### src/rtl/core/nsfe_pkg.sv
// ----------------------------------------------------------------------------
// nsfe_pkg: shared types and constants of the NMEA sentence field extractor
// Header strings, special characters, limits and the slot mapping result.
// ----------------------------------------------------------------------------
package nsfe_pkg;

	// Sentence limits
	localparam int unsigned MAX_SENTENCE = 82;
	localparam int unsigned HDR_LEN      = 6;
	localparam logic [3:0]  COMMA_SAT    = 4'd11;
	localparam logic [3:0]  FIELD_SAT    = 4'd15;
	localparam logic [3:0]  COMMA_LAST   = 4'd9;

	// Special characters
	localparam logic [7:0] CHAR_COMMA   = 8'h2C;
	localparam logic [7:0] CHAR_NEWLINE = 8'h0A;

	// Header strings, first character in the top byte
	localparam logic [47:0] HDR_RMC = "$GPRMC";
	localparam logic [47:0] HDR_GGA = "$GPGGA";

	// Sentence type codes
	localparam logic SEL_RMC = 1'b0;
	localparam logic SEL_GGA = 1'b1;

	// Configuration register indexes
	localparam logic REG_SENTENCE_SELECT = 1'b0;

	// Slot codes
	localparam logic [4:0] SLOT_HOUR      = 5'd0;
	localparam logic [4:0] SLOT_VALID     = 5'd3;
	localparam logic [4:0] SLOT_LAT_DEG   = 5'd4;
	localparam logic [4:0] SLOT_LAT_NS    = 5'd6;
	localparam logic [4:0] SLOT_LON_DEG   = 5'd7;
	localparam logic [4:0] SLOT_LON_EW    = 5'd9;
	localparam logic [4:0] SLOT_SPEED     = 5'd10;
	localparam logic [4:0] SLOT_DAY       = 5'd11;
	localparam logic [4:0] SLOT_SATS      = 5'd14;
	localparam logic [4:0] SLOT_ACCURACY  = 5'd15;
	localparam logic [4:0] SLOT_ALTITUDE  = 5'd16;
	localparam logic [4:0] SLOT_ALT_UNIT  = 5'd17;

	// Result of the slot lookup
	typedef struct packed {
		logic       hit;
		logic [4:0] slot;
		logic [2:0] idx;
	} map_res_t;

	// Expected header character at position pos for the selected type
	function automatic logic [7:0] hdr_char(input logic sel, input logic [2:0] pos);
		logic [47:0] hdr;
		hdr = (sel == SEL_GGA) ? HDR_GGA : HDR_RMC;
		return hdr[(3'd5 - pos) * 8 +: 8];
	endfunction

endpackage

### src/rtl/core/nsfe_slot_map.sv
// ----------------------------------------------------------------------------
// nsfe_slot_map: field to slot lookup
// Maps comma count and position in field to a slot and a character index.
// ----------------------------------------------------------------------------
module nsfe_slot_map (
	input  logic                  sentence_select,
	input  logic [3:0]            comma_count,
	input  logic [3:0]            field_position,
	output nsfe_pkg::map_res_t    res
);

	// Three two-character slots (hh mm ss, dd mm yy)
	function automatic nsfe_pkg::map_res_t map_triple(input logic [3:0] f,
			input logic [4:0] base);
		nsfe_pkg::map_res_t r;
		r = '0;
		if (f < 4'd2) begin
			r = '{hit: 1'b1, slot: base, idx: f[2:0]};
		end else if (f < 4'd4) begin
			r = '{hit: 1'b1, slot: base + 5'd1, idx: 3'(f - 4'd2)};
		end else if (f < 4'd6) begin
			r = '{hit: 1'b1, slot: base + 5'd2, idx: 3'(f - 4'd4)};
		end
		return r;
	endfunction

	// Degrees then minutes
	function automatic nsfe_pkg::map_res_t map_coord(input logic [3:0] f,
			input logic [3:0] dlen, input logic [3:0] mend, input logic [4:0] base);
		nsfe_pkg::map_res_t r;
		r = '0;
		if (f < dlen) begin
			r = '{hit: 1'b1, slot: base, idx: f[2:0]};
		end else if (f < mend) begin
			r = '{hit: 1'b1, slot: base + 5'd1, idx: 3'(f - dlen)};
		end
		return r;
	endfunction

	// One slot of up to lim characters
	function automatic nsfe_pkg::map_res_t map_single(input logic [3:0] f,
			input logic [3:0] lim, input logic [4:0] s);
		nsfe_pkg::map_res_t r;
		r = '0;
		if (f < lim) begin
			r = '{hit: 1'b1, slot: s, idx: f[2:0]};
		end
		return r;
	endfunction

	// Lookup per sentence type
	always_comb begin
		res = '0;
		if (sentence_select == nsfe_pkg::SEL_GGA) begin
			unique case (comma_count)
				4'd1:    res = map_triple(field_position, nsfe_pkg::SLOT_HOUR);
				4'd2:    res = map_coord(field_position, 4'd2, 4'd9, nsfe_pkg::SLOT_LAT_DEG);
				4'd3:    res = map_single(field_position, 4'd1, nsfe_pkg::SLOT_LAT_NS);
				4'd4:    res = map_coord(field_position, 4'd3, 4'd10, nsfe_pkg::SLOT_LON_DEG);
				4'd5:    res = map_single(field_position, 4'd1, nsfe_pkg::SLOT_LON_EW);
				4'd7:    res = map_single(field_position, 4'd2, nsfe_pkg::SLOT_SATS);
				4'd8:    res = map_single(field_position, 4'd3, nsfe_pkg::SLOT_ACCURACY);
				4'd9:    res = map_single(field_position, 4'd5, nsfe_pkg::SLOT_ALTITUDE);
				4'd10:   res = map_single(field_position, 4'd1, nsfe_pkg::SLOT_ALT_UNIT);
				default: res = '0;
			endcase
		end else begin
			unique case (comma_count)
				4'd1:    res = map_triple(field_position, nsfe_pkg::SLOT_HOUR);
				4'd2:    res = map_single(field_position, 4'd1, nsfe_pkg::SLOT_VALID);
				4'd3:    res = map_coord(field_position, 4'd2, 4'd9, nsfe_pkg::SLOT_LAT_DEG);
				4'd4:    res = map_single(field_position, 4'd1, nsfe_pkg::SLOT_LAT_NS);
				4'd5:    res = map_coord(field_position, 4'd3, 4'd10, nsfe_pkg::SLOT_LON_DEG);
				4'd6:    res = map_single(field_position, 4'd1, nsfe_pkg::SLOT_LON_EW);
				4'd7:    res = map_single(field_position, 4'd5, nsfe_pkg::SLOT_SPEED);
				4'd9:    res = map_triple(field_position, nsfe_pkg::SLOT_DAY);
				default: res = '0;
			endcase
		end
	end

endmodule

### src/rtl/core/nsfe_parser.sv
// ----------------------------------------------------------------------------
// nsfe_parser: sentence tracking state
// Header check, comma and field counters, stop conditions, slot lookup.
// ----------------------------------------------------------------------------
module nsfe_parser (
	input  logic               clk,
	input  logic               arst_n,
	input  logic               accept,
	input  logic [7:0]         byte_in,
	input  logic               first,
	input  logic               sentence_select,
	output logic               emit,
	output nsfe_pkg::map_res_t res
);

	logic [7:0] byte_pos_q;
	logic [3:0] comma_cnt_q;
	logic [3:0] field_pos_q;
	logic       header_ok_q;
	logic       stopped_q;

	// state seen by this item, after a possible restart
	logic [7:0] bp_cur;
	logic [3:0] cc_cur;
	logic [3:0] fp_cur;
	logic       hok_cur;
	logic       stp_cur;

	logic [7:0] bp_nxt;
	logic [3:0] cc_nxt;
	logic [3:0] fp_nxt;
	logic       hok_nxt;
	logic       stp_nxt;

	nsfe_pkg::map_res_t map_res;

	nsfe_slot_map u_map (
		.sentence_select (sentence_select),
		.comma_count     (cc_cur),
		.field_position  (fp_cur),
		.res             (map_res)
	);

	// Restart on first byte
	always_comb begin
		if (first) begin
			bp_cur  = '0;
			cc_cur  = '0;
			fp_cur  = '0;
			hok_cur = 1'b0;
			stp_cur = 1'b0;
		end else begin
			bp_cur  = byte_pos_q;
			cc_cur  = comma_cnt_q;
			fp_cur  = field_pos_q;
			hok_cur = header_ok_q;
			stp_cur = stopped_q;
		end
	end

	// Next state and result
	always_comb begin
		bp_nxt  = bp_cur;
		cc_nxt  = cc_cur;
		fp_nxt  = fp_cur;
		hok_nxt = hok_cur;
		stp_nxt = stp_cur;
		emit    = 1'b0;
		res     = map_res;
		if (!stp_cur) begin
			if (bp_cur >= 8'(nsfe_pkg::MAX_SENTENCE) || byte_in == nsfe_pkg::CHAR_NEWLINE) begin
				stp_nxt = 1'b1;
			end else if (bp_cur < 8'(nsfe_pkg::HDR_LEN) &&
					byte_in != nsfe_pkg::hdr_char(sentence_select, bp_cur[2:0])) begin
				stp_nxt = 1'b1;
			end else begin
				if (bp_cur == 8'(nsfe_pkg::HDR_LEN - 1)) begin
					hok_nxt = 1'b1;
				end
				if (bp_cur != 8'hFF) begin
					bp_nxt = bp_cur + 8'd1;
				end
				if (byte_in == nsfe_pkg::CHAR_COMMA) begin
					if (cc_cur < nsfe_pkg::COMMA_SAT) begin
						cc_nxt = cc_cur + 4'd1;
					end
					fp_nxt = '0;
				end else begin
					if (fp_cur < nsfe_pkg::FIELD_SAT) begin
						fp_nxt = fp_cur + 4'd1;
					end
					if (cc_cur > nsfe_pkg::COMMA_LAST) begin
						stp_nxt = 1'b1;
					end
					emit = map_res.hit && hok_nxt;
				end
			end
		end
	end

	// State registers
	always_ff @(posedge clk or negedge arst_n) begin
		if (!arst_n) begin
			byte_pos_q  <= '0;
			comma_cnt_q <= '0;
			field_pos_q <= '0;
			header_ok_q <= 1'b0;
			stopped_q   <= 1'b1;
		end else if (accept) begin
			byte_pos_q  <= bp_nxt;
			comma_cnt_q <= cc_nxt;
			field_pos_q <= fp_nxt;
			header_ok_q <= hok_nxt;
			stopped_q   <= stp_nxt;
		end
	end

	// Checks
	a_comma_sat: assert property (@(posedge clk) disable iff (!arst_n)
		comma_cnt_q <= nsfe_pkg::COMMA_SAT)
		else $error("comma count beyond saturation");

	a_emit_header: assert property (@(posedge clk) disable iff (!arst_n)
		accept && emit |=> header_ok_q)
		else $error("result emitted without header match");

	a_stopped_hold: assert property (@(posedge clk) disable iff (!arst_n)
		stopped_q && !(accept && first) |=> stopped_q && $stable(byte_pos_q))
		else $error("stopped parser changed state without a first byte");

endmodule

### src/rtl/core/nmea_sentence_field_extractor.sv
// A result appears on the output in the cycle after its byte is taken.
// Throughput: one byte per cycle, stalled while a held result is not read;
// the output register frees in the cycle it is read; bytes with no result empty it.
// Reset: asynchronous; parser idle until a first byte, RMC selected.
// ----------------------------------------------------------------------------
// nmea_sentence_field_extractor: NMEA RMC/GGA field extractor
// APB register, parser state and one output register for slot characters.
// ----------------------------------------------------------------------------
module nmea_sentence_field_extractor (
	input  logic        clk,
	input  logic        arst_n,
	// APB configuration
	input  logic        psel,
	input  logic        penable,
	input  logic        pwrite,
	input  logic [2:0]  paddr,
	input  logic [31:0] pwdata,
	output logic [31:0] prdata,
	output logic        pready,
	// byte input
	input  logic        in_valid,
	output logic        in_ready,
	input  logic [7:0]  byte_in,
	input  logic        first,
	// result output
	output logic        out_valid,
	input  logic        out_ready,
	output logic [4:0]  slot,
	output logic [2:0]  char_index,
	output logic [7:0]  character
);

	logic               sel_q;
	logic               accept;
	logic               emit;
	nsfe_pkg::map_res_t res;
	logic               out_valid_q;
	logic [4:0]         slot_q;
	logic [2:0]         idx_q;
	logic [7:0]         char_q;

	// APB register
	assign pready = 1'b1;
	always_comb begin
		prdata = '0;
		if (paddr[2] == nsfe_pkg::REG_SENTENCE_SELECT) begin
			prdata = {31'd0, sel_q};
		end
	end

	always_ff @(posedge clk or negedge arst_n) begin
		if (!arst_n) begin
			sel_q <= nsfe_pkg::SEL_RMC;
		end else if (psel && penable && pwrite &&
				paddr[2] == nsfe_pkg::REG_SENTENCE_SELECT) begin
			sel_q <= pwdata[0];
		end
	end

	// Input handshake
	assign in_ready = !out_valid_q || out_ready;
	assign accept   = in_valid && in_ready;

	nsfe_parser u_parser (
		.clk             (clk),
		.arst_n          (arst_n),
		.accept          (accept),
		.byte_in         (byte_in),
		.first           (first),
		.sentence_select (sel_q),
		.emit            (emit),
		.res             (res)
	);

	// Output register
	always_ff @(posedge clk or negedge arst_n) begin
		if (!arst_n) begin
			out_valid_q <= 1'b0;
		end else if (accept) begin
			out_valid_q <= emit;
		end else if (out_ready) begin
			out_valid_q <= 1'b0;
		end
	end

	always_ff @(posedge clk) begin
		if (accept && emit) begin
			slot_q <= res.slot;
			idx_q  <= res.idx;
			char_q <= byte_in;
		end
	end

	assign out_valid  = out_valid_q;
	assign slot       = slot_q;
	assign char_index = idx_q;
	assign character  = char_q;

	// Checks
	a_slot_range: assert property (@(posedge clk) disable iff (!arst_n)
		out_valid_q |-> slot_q <= nsfe_pkg::SLOT_ALT_UNIT)
		else $error("slot out of range");

	a_single_char: assert property (@(posedge clk) disable iff (!arst_n)
		out_valid_q && (slot_q == nsfe_pkg::SLOT_VALID || slot_q == nsfe_pkg::SLOT_LAT_NS ||
		slot_q == nsfe_pkg::SLOT_LON_EW || slot_q == nsfe_pkg::SLOT_ALT_UNIT)
		|-> idx_q == 3'd0)
		else $error("single character slot with nonzero index");

	a_no_sep_result: assert property (@(posedge clk) disable iff (!arst_n)
		accept && (byte_in == nsfe_pkg::CHAR_COMMA || byte_in == nsfe_pkg::CHAR_NEWLINE)
		|=> !out_valid_q)
		else $error("separator byte produced a result");

endmodule

### config.mk
export PLATFORM = sky130hd
export DESIGN_NAME = nmea_sentence_field_extractor
export DESIGN_NICKNAME = d
export VERILOG_FILES = /design/src/rtl/core/nsfe_pkg.sv /design/src/rtl/core/nsfe_slot_map.sv /design/src/rtl/core/nsfe_parser.sv /design/src/rtl/core/nmea_sentence_field_extractor.sv
export SDC_FILE = /design/constraint.sdc
export NUM_CORES = 1
export LEC_CHECK = 0
export BUFFER_PORTS_ARGS = -buffer_cell sky130_fd_sc_hd__buf_2
export CAP_MARGIN = 40
export CORE_AREA = 2 2 94 96
export DETAILED_ROUTE_END_ITERATION = 12
export DIE_AREA = 0 0 96 98
export REMOVE_ABC_BUFFERS = 1
export SYNTH_ARGS = -nofsm -noshare
export SYNTH_HDL_FRONTEND = slang
export SYNTH_SLANG_ARGS = --single-unit
### constraint.sdc
create_clock -name clk -period 8 [get_ports clk]
set_input_delay 1.6 -clock clk [delete_from_list [all_inputs] [get_ports clk]]
set_output_delay 1.6 -clock clk [all_outputs]
set_load 0.03 [all_outputs]
==> flow_metrics.env, run 1 <==
export IMPL_die_x_um=96
export IMPL_synth_compound_area_share_pct=23.2
export IMPL_die_h_um=98
export IMPL_ys_top_cells_by_area="edfxtp_1, dfrtp_1, buf_4"
export IMPL_drive_gt1_share_pct=14.5
export IMPL_worstMarginPinSlew_ns=0.886
export IMPL_hp_start="u_parser.header_ok_q"
export IMPL_synth_edf_count=16
export IMPL_cts_buffers_inserted=5
export IMPL_syn_to_final_growth_pct=6.37
export IMPL_p_total_uw=426
export IMPL_slew_viol_final=0
export IMPL_io_buffer_count=36
export IMPL_min_path_type="reg2reg"
export IMPL_grt_pass1_vias=2775
export IMPL_synthSimpleGateAreaFrac_pct=27.1
export IMPL_clockBufferDepth=2
export IMPL_leakage_uw=0.00131
export IMPL_clock_root_buffer="clkbuf_8"
export IMPL_gp_congestion=1.00
export IMPL_firstDrtPassIters=5
export IMPL_worst_clock_skew_ns=0.00649
export IMPL_drv_cap=0
export IMPL_antenna_left=0
export IMPL_yosysSeqAreaShare_pct=30.5
export IMPL_rsz0062_at_grt="no"
export IMPL_fin_setup_tns_ns=0
export IMPL_multiInputGateArea_sq_um=1980
export IMPL_cts_hold_buf=0
export IMPL_setup_violations_final=0
export IMPL_ys_ff_latch=36
export IMPL_nNetsFinal=480
export IMPL_startpoint_type="primary input"
export IMPL_grt_remaining_overflow=0
export IMPL_seq_area_sq_um=982
export IMPL_clk_insertion_delay_late_ns=0.30
export IMPL_grt_antenna_before_repair=0
export IMPL_viasPerCell=5.84
export IMPL_cp_max_fo=52
export IMPL_synth_mux_area_share_pct=1.28
export IMPL_num_io_pins=102
export IMPL_finalCritPeriodShare_pct=72.6
export IMPL_diodes=0
export IMPL_hold_viol=0
export IMPL_critical_path_class="in2reg"
export IMPL_worstPathRequired_ns=8.01
export IMPL_drtIter0Drc=306
export IMPL_num_rows=34
export IMPL_crit_start="first"
export IMPL_globalRouteTotalUtil_pct=18.1
export IMPL_reg2reg_from="u_parser.byte_pos_q[1]"
export IMPL_wire_per_inst_um=15.8
export IMPL_irDropWorstVdd_mv=0.0612
export IMPL_cts_tree="done"
export IMPL_synth_top_family_by_area="simple AND/OR/NAND/NOR gates"
export IMPL_period_needed_ns=5.81
export IMPL_grt_pass1_wl_mm=13.9
export IMPL_cpMaxStageDelayCell="buf_2"
export IMPL_initial_core_util_pct=38.1
export IMPL_ys_types=72
export IMPL_core_area_sq_um=8470
export IMPL_powerDensity_nw_per_um2=124
export IMPL_die_area_sq_um=9410
export IMPL_synth_xor_area_share_pct=2.17
export IMPL_path_clk_slew_ns=0.08
export IMPL_async_flop_share_pct=55.6
export IMPL_synth_fa_ha_area_share_pct=3.88
export IMPL_crit_path_cell_trace="buf_2, nand2b_1, inv_1, ha_1, and4_4, or4_1, a221oi_2, or3b_2, a41o_1, nand2_1, nor3_2, buf_6"
export IMPL_drcViolationCount=0
export IMPL_cp_arrival_ns=5.82
export IMPL_vias=3083
export IMPL_syn_inst=399
export IMPL_fill_cells=886
export IMPL_cts_max_level=2
export IMPL_synth_top_area_cell="edfxtp_1"
export IMPL_endpoint_kind="register"
export IMPL_max_stage_delay_ns=0.65
export IMPL_ys_flop_type="dfrtp_1"
export IMPL_whs_path_depth=2
export IMPL_slew_headroom_pct=40.9
export IMPL_netlist_area_sq_um=3220
export IMPL_cts_setup_buffers=0
export IMPL_synth_top_cell_area_share_pct=14.9
export IMPL_dpl_hpwl_mm=5.97
export IMPL_worstRegToRegCells=11
export IMPL_cts_sinks=36
export IMPL_fmax_ghz=0.172
export IMPL_yosys_warnings=0
export IMPL_post_cts_resized=0
export IMPL_syn_mean_instance_area_sq_um=8.08
export IMPL_grt_max_degree=53
export IMPL_outcome="complete, no violations"
export IMPL_wirelength_mm=8.35
power by group:
| part | internal, uW | total (uW) | switching, uW |
|---|---|---|---|
| logic | 22.0 | 78.8 | 56.8 |
| clock network | 70.0 | 139 | 68.6 |
| registers | 196 | 209 | 12.7 |
flip-flops by register name, indices dropped and copies added (netlist names):
register	count
u_parser.byte_pos_q	8
u_parser.comma_cnt_q	4
character	8
sel_q	1
u_parser.field_pos_q	4
out_valid	1
u_parser.stopped_q	1
char_index	3
u_parser.header_ok_q	1
slot	5
cells by family (layout without fill, tap and decap cells):
group | Yosys count | count (layout)
buffers and inverters | 66 | 57
xor gates and xnor gates | 8 | 8
DFF | 36 | 36
other | 2 | 32
and+or+nand+nor | 164 | 164
muxes | 4 | 4
adders and majority gates | 10 | 10
AOI/OAI and AO/OA | 109 | 109
synthesized netlist by cell type (6+ instances only):
cell      count
a21oi_1      23
a31oi_1      10
buf_4        32
clkbuf_1     18
dfrtp_1      19
edfxtp_1     16
ha_1         10
inv_1        11
nand2_1      30
nand2b_1     15
nand3_1      10
nor2_1       40
nor2b_1       7
nor3_1       18
nor4_1        6
o21ai_0      11
o21ai_1      11
o22ai_1      13
or2_2         6
area by class of cell:
cell class	instances	share of cell area, %
clock buffers	7	2.52
clock inverters	1	0.219
inverters	12	1.31
multi-input cells	327	57.8
flip-flops and latches	36	28.6
well taps	108	3.94
repair buffers	37	5.58
worst max-delay path: cells and delay by family:
family	cells	cell delay (ns)
fa+ha+maj	1	0.43
simple gates	6	2.04
buf+inv	3	1.00
compound gates	2	0.72
metrics by stage:
step           hold slack (ns)  util [%]  area [sq um]  std cells  setup slack (ns)
2_1_floorplan            0.463         -          3000        375              2.57
3_3_place_gp             0.481      39.3          3320        519              1.70
3_5_place_dp             0.498      39.4          3330        520              1.86
4_1_cts                  0.518      40.5          3430        528              2.17
5_1_grt                  0.562      40.5          3430        528              1.79
6_report                 0.520      40.5          3430        528              2.19
path summary, 6_finish.rpt:
| kind | end | slack, ns |
|---|---|---|
| setup / recovery | character[3] | 2.19 |
| hold / removal | u_parser.header_ok_q | 0.52 |
| setup reg to reg | character[3] | 3.75 |
| hold reg to reg | u_parser.header_ok_q | 0.52 |
| max in group asynchronous | u_parser.stopped_q | 6.41 |
| min in group asynchronous | u_parser.byte_pos_q[6] | 1.25 |
layer usage:
| layer | part of all wire [%] | wire length, um | GRT usage [%] | vias up |
|---|---|---|---|---|
| li1 | - | - | - | 1447 |
| met5 | 0 | 0 | 0 | - |
| met4 | 1.4 | 118 | 5.27 | 0 |
| met3 | 9.0 | 750 | 2.62 | 10 |
| met2 | 45 | 3770 | 27.9 | 183 |
| met1 | 44 | 3710 | 26.1 | 1443 |
layout by cell type, fill, tap and decap left out, types with 6 or more instances in the layout:
cell type	instances
nor2_1	40
buf_2	36
conb_1	32
nand2_1	30
a21oi_1	23
dfrtp_1	19
nor3_1	17
edfxtp_1	16
nand2b_1	15
o22ai_1	13
inv_1	11
o21ai_1	11
o21ai_0	11
nand3_1	10
a31oi_1	10
ha_1	10
nor2b_1	7
or2_2	6
nor4_1	6
clkbuf_8	6
Note: power is estimated with default switching activity, not from simulation.
==> run 2, diff against run 1 <==
- ABC_AREA: unset -> 1
- CORE_AREA: 2 2 94 96 -> 2 2 92 94
- DIE_AREA: 0 0 96 98 -> 0 0 94 96
- PLACE_DENSITY: unset -> 0.66
- clock period: 8 -> 4.92 ns (I/O delays scaled with it)
==> flow_metrics.env, run 2 <==
export IMPL_rsz0062_at_grt="no"
export IMPL_cts_tree="done"
export IMPL_io_buffer_count=36
export IMPL_cts_setup_buffers=0
export IMPL_startpoint_type="primary input"
export IMPL_period_needed_ns=3.58
export IMPL_fill_cells=847
export IMPL_syn_inst=452
export IMPL_drv_cap=0
export IMPL_powerDensity_nw_per_um2=305
export IMPL_rrSetupSlack_ns=2.14
export IMPL_post_synth_top_count_cell="nand2_1"
export IMPL_grt_pass1_wl_mm=12.4
export IMPL_irDropWorstVdd_mv=0.140
export IMPL_crit_path_cell_trace="buf_2, inv_2, nand2_1, inv_1, ha_1, nand2_1, nor2_1, inv_1, o21ai_1, nor3_1, nand4_1, o211ai_1, nor2_1, buf_4"
export IMPL_setup_violations_final=0
export IMPL_die_x_um=94
export IMPL_die_h_um=96
export IMPL_cts_hold_buf=0
export IMPL_worstPathRequired_ns=4.90
export IMPL_cts_sinks=36
export IMPL_nNetsFinal=551
export IMPL_num_io_pins=102
export IMPL_cts_max_level=2
export IMPL_finalCritPeriodShare_pct=72.8
export IMPL_grt_met3_usage_pct=2.19
export IMPL_worstRegToRegCells=16
export IMPL_p_total_uw=1010
export IMPL_wire_per_inst_um=13.0
export IMPL_grt_use_met2_pct=28.9
export IMPL_fin_setup_tns_ns=0
export IMPL_syn_mean_instance_area_sq_um=6.75
export IMPL_synth_edf_count=16
export IMPL_clockBufferDepth=2
export IMPL_min_to="u_parser.header_ok_q"
export IMPL_grt_remaining_overflow=0
export IMPL_final_core_util_pct=41.3
export IMPL_slew_headroom_pct=67.0
export IMPL_worst_clock_skew_ns=0.0115
export IMPL_netlist_area_sq_um=3050
export IMPL_p_clk_share_pct=22.5
export IMPL_outcome="complete, no violations"
export IMPL_met1_usage_pct=22.9
export IMPL_cts_buffers_inserted=5
export IMPL_whs_path_depth=2
export IMPL_mostFrequentLayoutCells="nand2_1, nor2_1, inv_1"
export IMPL_path_clk_slew_ns=0.08
export IMPL_fmax_ghz=0.279
export IMPL_hp_start="u_parser.header_ok_q"
export IMPL_intPower_uw=573
export IMPL_cp_max_fo=16
export IMPL_num_rows=33
export IMPL_cp_arrival_ns=3.56
export IMPL_dpl_hpwl_mm=6.05
export IMPL_synth_top_cell_area_share_pct=15.8
export IMPL_synth_commonest_cells="nand2_1, nor2_1, inv_1, nand3_1, buf_4"
export IMPL_die_area_sq_um=9020
export IMPL_syn_to_final_growth_pct=8.94
export IMPL_final_common_cell="nand2_1"
export IMPL_grt_antenna_before_repair=0
export IMPL_core_area_sq_um=8050
export IMPL_viasPerCell=5.08
export IMPL_clk_insertion_delay_late_ns=0.30
export IMPL_p_switching_uw=439
export IMPL_grt_max_degree=21
export IMPL_cpMaxStageDelayCell="nor2_1"
export IMPL_hold_viol=0
export IMPL_drtIter0Drc=252
export IMPL_leakage_uw=0.00166
export IMPL_top_usage_layer="met2"
export IMPL_synth_top_area_cell="edfxtp_1"
export IMPL_grt_pass1_vias=2658
export IMPL_ys_flop_type="dfrtp_1"
export IMPL_max_stage_delay_ns=0.38
export IMPL_vias=3026
export IMPL_ys_top_cells_by_area="edfxtp_1, dfrtp_1, nand2_1"
export IMPL_reg2reg_from="u_parser.byte_pos_q[1]"
export IMPL_wirelength_mm=7.74
export IMPL_p_seq_share_pct=37.2
export IMPL_ys_types=42
export IMPL_clock_root_buffer="clkbuf_8"
export IMPL_firstDrtPassIters=6
export IMPL_drive_gt1_share_pct=12.4
export IMPL_r2r_end="character[3]"
export IMPL_async_flop_share_pct=55.6
export IMPL_yosysSeqAreaShare_pct=32.2
export IMPL_worstMarginPinSlew_ns=0.492
export IMPL_gp_congestion=0.937
export IMPL_critical_path_class="in2reg"
export IMPL_slew_viol_final=0
export IMPL_combPwrFrac_pct=40.3
export IMPL_diodes=0
export IMPL_drcViolationCount=0
export IMPL_seq_area_sq_um=982
export IMPL_multiInputGateArea_sq_um=1700
export IMPL_ys_ff_latch=36
export IMPL_post_cts_resized=0
export IMPL_yosys_warnings=0
export IMPL_globalRouteTotalUtil_pct=17.4
export IMPL_min_path_type="reg2reg"
export IMPL_endpoint_kind="register"
export IMPL_switching_share_pct=43.4
export IMPL_antenna_left=0
export IMPL_initial_core_util_pct=37.9
==> run 2: changes by cell type after synthesis, sizes merged, moves of 9 or more <==
cell and delta:
nand2 +74, inv +47, nand3 +30, nor2 +30
nand2b -15, clkbuf -14, o22ai -12, a21oi -11
a31oi -9, o21ai +9
==> run 2: worst max-delay path, delay by kind of cell <==
family / cells / cell delay, ns
and+or+nand+nor: 6 / 1.01
buffers and inverters: 5 / 0.99
adders and majority gates: 1 / 0.23
AOI/OAI and AO/OA: 2 / 0.34
==> run 2: metrics by stage <==
step                cells  instance area [sq um]  hold WS (ns)  worst slack (ns)
finish                596                   3320         0.488              1.34
global route          596                   3320         0.505              1.07
CTS                   596                   3320         0.490              1.36
detailed placement    588                   3230         0.468              1.05
floorplan             445                   2900         0.449              1.27
global placement      588                   3230         0.465              1.09
==> run 2: kinds of logic after synthesis <==
logic type,share of synthesized area (%)
AOI/OAI and AO/OA,11.8
xor gates and xnor gates,1.15
adders and majority gates,4.10
buffers and inverters,15.9
DFF,32.2
muxes,0.328
other,0.246
and+or+nand+nor,34.2
==> run 2: layout make-up <==
class	count	area share, %
clock buffers	7	2.60
flip-flops and latches	36	29.6
repair buffers	38	5.87
multi-input cells	349	51.0
inverters	60	6.78
clock inverters	1	0.226
well taps	105	3.95
==> run 2: how the worst max path moves through the flow <==
stage	start	to	slack [ns]	depth (start not counted)
finish	first	character[3]	1.34	14
global route	first	slot[1]	1.07	14
CTS	first	character[4]	1.36	14
detailed placement	first	slot[0]	1.05	14
global placement	first	slot[0]	1.09	14
floorplan	first	char_index[0]	1.27	16
==> run 2: power by group through the flow <==
| stage | clock network [uW] | logic (uW) | registers (uW) |
|---|---|---|---|
| after detailed placement | 0 | 402 | 382 |
| after CTS | 235 | 403 | 376 |
| after floorplan | 0 | 311 | 374 |
| final | 227 | 408 | 377 |
| after global routing | 246 | 459 | 381 |
| after global placement | 0 | 400 | 382 |
==> run 2: routing by layer <==
layer,vias to the layer above,wire length [um]
li1,1495,-
met1,1396,3530
met2,119,3530
met3,16,459
met4,0,218
met5,-,0
